<file path="src/design/wnss_pkg.sv">
// shared types and constants for the weighted nearest seed search
`timescale 1ns / 1ps
package wnss_pkg;
  localparam int DefMaxSeeds = 64;
  localparam int DefRealms = 4;
  localparam int DefGridSize = 100;
  localparam int Dims = 5;

  localparam logic [1:0] KIND_CLEAR = 2'd0;
  localparam logic [1:0] KIND_APPEND = 2'd1;
  localparam logic [1:0] KIND_QUERY = 2'd2;

  localparam logic [1:0] ST_OK = 2'd0;
  localparam logic [1:0] ST_FULL = 2'd1;
  localparam logic [1:0] ST_NOMATCH = 2'd2;

  // one item as queued between front and back
  typedef struct packed {
    logic [1:0] kind;
    logic [3:0] realm;
    logic [15:0] biome_id;
    logic [7:0] priority_req;
    logic [15:0] score_offset;
    logic [15:0] c0;
    logic [15:0] c1;
    logic [15:0] c2;
    logic [15:0] c3;
    logic [15:0] c4;
  } item_t;

  function automatic logic [2:0] axis_w4(input int i);
    case (i)
      2: axis_w4 = 3'd3;
      4: axis_w4 = 3'd6;
      default: axis_w4 = 3'd4;
    endcase
  endfunction
endpackage

</file>
<file path="src/design/wnss_front.sv">
// input stage and two-entry item queue
`timescale 1ns / 1ps
module wnss_front (
  input logic clk,
  input logic rst,
  input logic in_valid,
  output logic in_ready,
  input wnss_pkg::item_t in_item,
  output logic q_valid,
  input logic q_ready,
  output wnss_pkg::item_t q_item
);
  import wnss_pkg::*;

  item_t slots [2];
  logic wr_ptr;
  logic rd_ptr;
  logic [1:0] fill;
  logic push;
  logic pop;

  assign in_ready = (fill != 2'd2);
  assign q_valid = (fill != 2'd0);
  assign q_item = slots[rd_ptr];
  assign push = in_valid && in_ready;
  assign pop = q_valid && q_ready;

  always_ff @(posedge clk) begin
    if (push) begin
      slots[wr_ptr] <= in_item;
    end
    if (rst) begin
      wr_ptr <= 1'b0;
      rd_ptr <= 1'b0;
      fill <= 2'd0;
    end else begin
      if (push) wr_ptr <= ~wr_ptr;
      if (pop) rd_ptr <= ~rd_ptr;
      fill <= fill + {1'b0, push} - {1'b0, pop};
    end
  end

`ifndef SYNTHESIS
  a_fill_range: assert property (@(posedge clk) disable iff (rst) fill != 2'd3)
    else $error("queue overfill");
  a_ptr_gap: assert property (@(posedge clk) disable iff (rst)
    (fill == 2'd1) |-> (wr_ptr != rd_ptr))
    else $error("queue pointers out of step");
  a_no_push_full: assert property (@(posedge clk) disable iff (rst)
    (fill == 2'd2) |-> !push)
    else $error("push into full queue");
`endif
endmodule

</file>
<file path="config.mk">
export PLATFORM = sky130hd
export DESIGN_NAME = wnss_front
export DESIGN_NICKNAME = d
export VERILOG_FILES = /design/src/design/wnss_pkg.sv /design/src/design/wnss_front.sv
export SDC_FILE = /design/constraint.sdc
export NUM_CORES = 1
export LEC_CHECK = 0
export BUFFER_PORTS_ARGS = -buffer_cell sky130_fd_sc_hd__buf_2
export CORE_ASPECT_RATIO = 1.25
export CORE_UTILIZATION = 52
export DETAILED_ROUTE_END_ITERATION = 8
export GPL_TIMING_DRIVEN = 0
export HOLD_SLACK_MARGIN = 0.05
export PLACE_DENSITY = 0.79
export SLEW_MARGIN = 20
export SYNTH_ARGS = -nofsm -noshare
export SYNTH_HDL_FRONTEND = slang
export SYNTH_SLANG_ARGS = --single-unit
export TNS_END_PERCENT = 100
</file>
<file path="constraint.sdc">
create_clock -name clk -period 7.8 [get_ports clk]
set_input_delay 0.78 -clock clk [delete_from_list [all_inputs] [get_ports clk]]
set_output_delay 0.78 -clock clk [all_outputs]
set_load 0.02 [all_outputs]
</file>
==> results.yml, run 1 <==
final_layout:
  num_antenna_cells: 0
  drive_gt1_share_pct: 61.03
  nets: 838
  seq_area_um2: 7667
  area.growth.synth_to_final_pct: 26.02
  n_fill_cell: 1179
  fin_cells: 945
  finish.utilization_pct: 67.69
  multi_input_area_um2: 1705
route:
  detail_route.first_pass.iterations: 6
  routed_wl_um: 17520
  drtIter0Drc: 200
  vias_per_cell: 5.123
  detail-route-antenna-nets: 0
  wl_per_cell_um: 18.54
  vias: 4841
  remaining_drc_errors: 0
setup_path:
  critPathRequiredTime_ps: 7020
  crit_top_cell: "buf_6"
  cp-end-kind: "output pin"
  worst_path_max_delay_cell: "dfxtp_1"
  path_cells: "buf_6 -> buf_6 -> buf_6 -> mux2_4 -> buf_2"
  start_kind: "flop"
  cp_max_fo: 10
  critPathMaxStageDelay_ps: 320
  path_class: "flop to output pin"
  cp.arrival_ps: 1830
logic_synthesis:
  synth_nets: 548
  synthFlopType: "edfxtp_1"
  synth_top_family_by_area: "multiplexers"
  ys_seq_area_share_pct: 80.95
  netlist_top_cells_count: "edfxtp_1 (252), mux2_2 (87), mux2_4 (40)"
  synth-compound-area-share_pct: 0.07926
  synth-async-reset-ratio_pct: 0
  synth_top_cell_area_share_pct: 79.89
  yosysWarnings: 0
  synth_fa_ha_area_share_pct: 0.2642
  synth_seq_cells: 257
  synth-edff-count: 252
  synth_mux_area_share_pct: 16.68
  synth_area_per_cell_um2: 22.77
  synthSimpleGateAreaFrac_pct: 0.5680
  synth.most_common_cell: "edfxtp_1"
  netlist_instances: 416
  synth_area_leader_cell: "edfxtp_1"
  synthTopCellsByArea: "edfxtp_1 (80%), mux2_2 (10%), mux2_4 (6.3%), dfxtp_1 (1.1%), buf_6 (0.71%)"
  ys_types: 17
  synthXorXnorAreaFrac_pct: 0.2774
  syn_area_um2: 9472
placement:
  dp_hpwl_um: 12320
  placed_cells_incl_taps: 904
  io_buffers: 257
  pre_cts_slack_ps: 5380
  gp_congestion: 0.7025
clock_tree:
  insertion_delay_ps: 500
  ctsResizeCount: 0
  clock-sinks: 257
  numCtsBuffers: 24
  clock-root-buffer: "clkbuf_16"
  post_cts_buffers: 0
  cts_hold_buf: 0
  clockBufferDepth: 3
  cts_tree: "done"
  cts.clk_slew.worst_paths_ps: 60
  h-tree-depth: 1
pwr:
  p_leak_nw: 4.582
  vdd_drop_max_mv: 0.2369
  cellPowerDensity_nw_per_um2: 332.9
global_route:
  gr-total-overflow: 0
  grt_pass1_wl_um: 26050
  grt_usage_pct: 18.34
  grt_max_degree: 49
  antenna_found_initial: 0
  grt_pass1_vias: 5218
timing:
  worstMarginPinSlew_ps: 690.7
  setup_slack_ps: 5190
  grt_setup_unrepaired: "no"
  min_period_ps: 2610
  hold_violations: 0
  skew_ps: 8.179
  min_period_over_period_pct: 33.46
  tns_ps: 0
  hold_ws_ps: 462.1
  finalSetupViolCount: 0
  max_slew_margin_pct: 53.95
  finalMaxSlewViolations: 0
  max_freq_mhz: 383.2
outcome:
  outcome: "completed"
floorplan:
  ios: 258
  core_area_um2: 17630
  die_x_um: 122.7
  die-area_um2: 18760
  rows: 54
  die_y_um: 152.9
  start_util_pct: 53.71
min_path:
  hold_class: "primary input to flop"
job:
  cap_violations: 0
stage by stage:
stage | power, mW | cell area (um^2)
3_3_place_gp | 2.910 | 11040
5_1_grt | 4.129 | 11940
6_report | 3.974 | 11940
2_1_floorplan | 2.584 | 9472
3_5_place_dp | 2.939 | 11210
4_1_cts | 4.022 | 11940
where the power goes:
part           total (mW)  switching [mW]  internal (mW)
registers            1.78          0.0445           1.73
logic                1.12           0.642          0.479
clock network        1.08           0.459          0.617
total                3.97            1.15           2.83
layout make-up:
type	count	share of cell area (%)
flip-flops and latches	257	64.24
multi-input cells	144	14.29
repair buffers	264	12.14
clock buffers	31	5.430
well taps	224	2.348
plain buffers	14	0.9015
clock inverters	10	0.6289
inverters	1	0.03145
path summary, 6_finish.rpt:
| kind | from | endpoint | slack [ps] | cells after the start |
|---|---|---|---|---|
| worst min register to register | rd_ptr | rd_ptr | 520 | 2 |
| worst max-delay path | flop | q_item[104] | 5190 | 5 |
| worst min-delay path | in_item[68] | slots[1][68] | 460 | 1 |
| worst max register to register | fill[0] | slots[0][100] | 5730 | 6 |
metal layers:
metal / GRT usage (%) / part of all wire [%] / up-vias
li1: - / - / 2239
met1: 18.19 / 35 / 2382
met2: 35.18 / 55 / 188
met3: 5.560 / 8.0 / 32
met4: 5.923 / 2.2 / 0
met5: 0 / 0 / -
critical path, delay by kind of cell (launching register included):
family | cells | cell delay (ps)
flip-flops | 1 | 320
multiplexers | 1 | 320
buffers and inverters | 4 | 690
kinds of logic (layout without fill, tap and decap cells):
kind of cell,count (synthesis),in the layout
simple gates,11,11
mux,127,127
buf+inv,15,320
flops,257,257
compound gates,1,1
fa+ha+maj,2,2
xor+xnor,3,3
state kept, by name, indices dropped and copies added, names as in the netlist, named ones only:
register / count
wr_ptr: 1
fill: 2
rd_ptr: 1
slots: 252
cells in the final DEF (no fill, tap or decap), types with 3 or more instances in the layout:
cell	instances
buf_2	265
buf_16	3
dfxtp_1	5
buf_6	6
clkinv_2	5
clkbuf_16	25
edfxtp_1	252
clkbuf_1	6
mux2_4	40
buf_12	4
mux2_2	87
nor2_1	4
clkinv_1	3
Note: power is estimated with default switching activity, not from simulation.
==> inputs of run 2 (changes only) <==
==> constraint.sdc (replaced) <==
create_clock -name clk -period 2.65 [get_ports clk]
set_input_delay 0.265 -clock clk [delete_from_list [all_inputs] [get_ports clk]]
set_output_delay 0.265 -clock clk [all_outputs]
set_load 0.02 [all_outputs]
==> results.yml, run 2 (synthesis gave the netlist of run 1 again) <==
global_route:
  grt_pass1_vias: 6039
  grt_pass1_wl_um: 31600
  grt_max_degree: 58
  antenna_found_initial: 0
  gr-total-overflow: 0
  grt_usage_pct: 22.47
floorplan:
  start_util_pct: 53.71
  die_x_um: 122.7
  ios: 258
  die-area_um2: 18760
  rows: 54
  die_y_um: 152.9
  core_area_um2: 17630
final_layout:
  largest_reg_flops: 252
  final_area_um2: 13350
  num_antenna_cells: 0
  reg_top3: "slots (252), fill (2)"
  area.growth.synth_to_final_pct: 40.91
  finish.utilization_pct: 75.68
  drive_gt1_share_pct: 52.47
  fin_cells: 1074
  final_common_cell: "buf_2"
  regMostFlops: "slots"
  final_cell_mix: "buf_2 (265), edfxtp_1 (252), dlygate4sd3_1 (127)"
  nets: 965
clock_tree:
  clock-root-buffer: "clkbuf_16"
  h-tree-depth: 1
  numCtsBuffers: 24
  cts.clk_slew.worst_paths_ps: 70
  ctsResizeCount: 0
  clock-sinks: 257
  cts_hold_buf: 127
  clockBufferDepth: 3
  cts_tree: "done"
  post_cts_buffers: 0
  insertion_delay_ps: 510
pwr:
  cellPowerDensity_nw_per_um2: 929.0
  p_leak_nw: 5.175
  vdd_drop_max_mv: 0.6584
setup_path:
  path_class: "flop to output pin"
  cp-end-kind: "output pin"
  cp.arrival_ps: 1880
  cp_max_fo: 10
  critPathRequiredTime_ps: 2380
  start_kind: "flop"
route:
  drtIter0Drc: 337
  detail-route-antenna-nets: 0
  vias: 5436
  remaining_drc_errors: 0
  vias_per_cell: 5.061
  routed_wl_um: 21160
  detail_route.first_pass.iterations: 5
  wl_per_cell_um: 19.70
job:
  cap_violations: 0
timing:
  worstMarginPinSlew_ps: 819.8
  min_period_over_period_pct: 81.06
  finalSetupViolCount: 0
  finalMaxSlewViolations: 0
  grt_setup_unrepaired: "no"
  max_freq_mhz: 465.5
  tns_ps: 0
  min_period_ps: 2148
  setup_slack_ps: 501.9
  hold_violations: 0
  skew_ps: 20.22
  max_slew_margin_pct: 45.22
placement:
  io_buffers: 257
  dp_hpwl_um: 12600
  pre_cts_slack_ps: 568.6
  dpl_cell_area_um2: 11240
  placed_cells_incl_taps: 904
  gp_congestion: 0.7182
outcome:
  outcome: "completed"
min_path:
  hold_class: "primary input to flop"
## run 2: cell types whose count changed in the layout (fill, tap and decap cells not counted), sizes merged
| cell | delta |
|---|---|
| bufinv | +4 |
| clkinv | +2 |
| inv | -1 |
| dlygate4sd3 | +127 |
| clkbuf | -3 |
## run 2: metal layers
layer  share of wire (%)  vias to the layer above  global-route usage (%)
li1                    -                     2485                       -
met1                  35                     2664                   24.01
met2                  55                      243                   43.42
met3                 6.9                       44                   4.291
met4                 2.5                        0                   6.678
met5                   0                        -                       0
## run 2: area by class of cell
| cell class | count | area, um^2 |
|---|---|---|
| fillers | 961 | 4288 |
| clock inverters | 15 | 193.9 |
| flip-flops and latches | 257 | 7669 |
| multi-input cells | 144 | 1720 |
| repair buffers | 391 | 2735 |
| inverters | 1 | 3.754 |
| well taps | 224 | 280.3 |
| clock buffers | 28 | 636.9 |
| plain buffers | 14 | 107.6 |
## run 2: path summary, 6_finish.rpt
kind | start | slack (ps) | cells past startpoint | end
setup / recovery | flop | 500 | 5 | q_item[85]
hold / removal | in_valid | 140 | 3 | wr_ptr
setup reg to reg | fill[0] | 590 | 5 | slots[0][95]
hold reg to reg | rd_ptr | 530 | 2 | flop
## run 2: report_power, final
part           switching, mW  leakage (nW)  total, mW  internal, mW
Sequential             0.156          2.40       5.26          5.10
Combinational           1.99          2.37       3.54          1.55
Clock                   1.40         0.410       3.60          2.20
Total                   3.55          5.18       12.4          8.85
## run 2: critical path, stage by stage, from the launching register on
cell	delay [ps]
dfxtp_1	320
buf_6	150
buf_6	190
buf_6	200
mux2_4	320
buf_2	160
## run 2: per-stage QoR
stage / total power, mW / hold WS [ps]
finish: 12.40 / 144.7
CTS: 12.40 / 121.8
floorplan: 7.554 / 329.2
detailed placement: 8.701 / 456.2
global route: 12.85 / 142.5
global placement: 8.487 / 452.7
==> inputs of run 3 (changes only) <==
--- a/config.mk
+++ b/config.mk
@@ -5,13 +5,14 @@
 export SDC_FILE = /design/constraint.sdc
 export NUM_CORES = 1
 export LEC_CHECK = 0
+export ABC_AREA = 1
 export BUFFER_PORTS_ARGS = -buffer_cell sky130_fd_sc_hd__buf_2
 export CORE_ASPECT_RATIO = 1.25
-export CORE_UTILIZATION = 52
+export CORE_UTILIZATION = 47
 export DETAILED_ROUTE_END_ITERATION = 8
 export GPL_TIMING_DRIVEN = 0
 export HOLD_SLACK_MARGIN = 0.05
-export PLACE_DENSITY = 0.79
+export PLACE_DENSITY = 0.76
 export SLEW_MARGIN = 20
 export SYNTH_ARGS = -nofsm -noshare
 export SYNTH_HDL_FRONTEND = slang
==> constraint.sdc (replaced) <==
create_clock -name clk -period 1.8 [get_ports clk]
set_input_delay 0.18 -clock clk [delete_from_list [all_inputs] [get_ports clk]]
set_output_delay 0.18 -clock clk [all_outputs]
set_load 0.02 [all_outputs]
==> results.yml, run 3 <==
clock_tree:
  cts_tree: "done"
  clock-sinks: 257
  clock-root-buffer: "clkbuf_16"
  insertion_delay_ps: 500
  numCtsBuffers: 24
  cts.clk_slew.worst_paths_ps: 60
  h-tree-depth: 1
  clockBufferDepth: 3
global_route:
  grt_pass1_wl_um: 31430
  grt_pass1_vias: 6170
  antenna_found_initial: 1
  grt_max_degree: 34
  grt_usage_pct: 19.91
  gr-total-overflow: 0
logic_synthesis:
  synth_top_cell_area_share_pct: 79.76
  synth-edff-count: 252
  synthTopCellsByArea: "edfxtp_1 (80%), mux2_2 (10%), mux2_4 (6.3%), dfxtp_1 (1.1%), buf_6 (0.71%)"
  yosysWarnings: 0
  synth_area_leader_cell: "edfxtp_1"
  synth-async-reset-ratio_pct: 0
  synth_area_per_cell_um2: 22.12
  synth_nets: 561
  ys_types: 12
  netlist_instances: 429
  synth_seq_cells: 257
  synth.most_common_cell: "edfxtp_1"
  ys_seq_area_share_pct: 80.81
  syn_area_um2: 9488
  netlist_top_cells_count: "edfxtp_1 (252), mux2_2 (86), mux2_4 (40)"
  synthFlopType: "edfxtp_1"
final_layout:
  nets: 999
  largest_reg_flops: 252
  regMostFlops: "slots"
  finish.utilization_pct: 74.42
  drive_gt1_share_pct: 52.94
  seq_area_um2: 7671
  area.growth.synth_to_final_pct: 53.83
  final_cell_mix: "edfxtp_1 (252), buf_2 (171), dlygate4sd3_1 (128)"
  n_fill_cell: 1067
  final_area_um2: 14600
  final_common_cell: "edfxtp_1"
  reg_top3: "slots (252), fill (2)"
  multi_input_area_um2: 1883
  fin_cells: 1151
floorplan:
  die-area_um2: 20760
  start_util_pct: 48.38
  rows: 57
  core_area_um2: 19610
  ios: 258
  die_y_um: 160.9
  die_x_um: 129.1
min_path:
  hold_class: "primary input to flop"
route:
  vias: 5601
  vias_per_cell: 4.866
  drtIter0Drc: 257
  remaining_drc_errors: 0
  routed_wl_um: 22810
  detail-route-antenna-nets: 0
  wl_per_cell_um: 19.81
  detail_route.first_pass.iterations: 4
timing:
  skew_ps: 9.232
  min_period_ps: 1932
  grt_setup_unrepaired: "yes"
  tns_ps: -10910
  max_slew_margin_pct: 84.59
  hold_ws_ps: 85.31
  hold_violations: 0
  worstMarginPinSlew_ps: 231.2
  max_freq_mhz: 517.7
  min_period_over_period_pct: 107.3
  setup_slack_ps: -131.6
  finalMaxSlewViolations: 0
  finalSetupViolCount: 126
setup_path:
  path_class: "flop to output pin"
  worstSetupEndpoint: "q_item[100]"
  critPathRequiredTime_ps: 1620
  ff2ff_path_depth: 7
  rrSetupSlack_ps: 110
  rr_startpoint: "fill[0]"
  start_kind: "flop"
  cp-end-kind: "output pin"
  cp.arrival_ps: 1750
  crit-reg2reg-capture: "slots[0][89]"
  cp_max_fo: 5
placement:
  placed_cells_incl_taps: 960
  gp_congestion: 0.6919
  pre_cts_slack_ps: 13.60
  dpl_cell_area_um2: 11340
  dp_hpwl_um: 12570
  io_buffers: 257
pwr:
  total_power_mw: 19.81
  vdd_drop_max_mv: 1.086
  cellPowerDensity_nw_per_um2: 1357
  p_leak_nw: 5.727
outcome:
  outcome: "finished, violations left"
  violations: "negative setup slack"
job:
  cap_violations: 0
run 3: cell types whose count changed in the layout (fill, tap and decap cells not counted), sizes merged, moves of 2 or more:
cell / previous run / this run
nand2: 1 / 8
bufinv: 5 / 3
xnor2: 2 / 0
a21oi: 0 / 2
inv: 1 / 7
nor2: 5 / 9
nand3: 0 / 3
clkbuf: 28 / 35
clkinvlp: 0 / 2
buf: 278 / 292
diode: 0 / 2
nor2b: 2 / 0
run 3: final cells by class:
cell class,count,share of cell area (%)
flip-flops and latches,257,52.56
plain buffers,14,1.689
repair buffers,412,24.95
clock buffers,29,4.389
well taps,265,2.272
multi-input cells,150,12.90
diodes,2,0.03429
inverters,8,0.2315
clock inverters,14,0.9773
run 3: what timing repair did:
item,in CTS,in global routing
hold endpoints to repair,257,0
hold buffers,128,0
pin swaps,1,1
cloned,4,6
buffers inserted,4,4
endpoints found under the setup margin,148,203
gates resized for setup,158,106
run 3: worst min-delay path by stage:
stage	start	to	depth (start not counted)
floorplan	rst	fill[0]	1
global placement	rst	fill[0]	2
detailed placement	rst	fill[0]	2
CTS	in_valid	wr_ptr	3
global route	in_valid	wr_ptr	3
finish	in_valid	wr_ptr	3
run 3: cell families (layout without fill, tap and decap cells):
group           after synthesis  after routing  synth area share, %
fa+ha+maj                     2              2               0.2637
flops                       257            257                80.81
other cells                   0              2                    0
mux                         126            126                16.54
compound gates                2              2               0.1055
buf+inv                      22            477                1.451
simple gates                 20             20               0.8307
run 3: power breakdown:
group / internal (mW) / switching (mW) / total (mW) / leakage [nW]
sequential: 7.57 / 0.261 / 7.83 / 2.40
clock: 2.96 / 2.10 / 5.05 / 0.385
combinational: 3.63 / 3.29 / 6.92 / 2.95
total: 14.2 / 5.65 / 19.8 / 5.73
run 3: worst max-delay path, cell delays in order (launching register included):
cell and delay, ps:
dfxtp_2 340, buf_8 140, buf_12 150, clkbuf_16 160, mux2_4 310, buf_6 130
run 3: per-layer routing:
| metal | wire, um | vias up | track usage, % |
|---|---|---|---|
| met5 | 0 | - | 0 |
| met4 | 855 | 0 | 7.968 |
| met3 | 1307 | 58 | 4.430 |
| met2 | 12590 | 213 | 37.62 |
| met1 | 8058 | 2766 | 21.05 |
| li1 | - | 2564 | - |
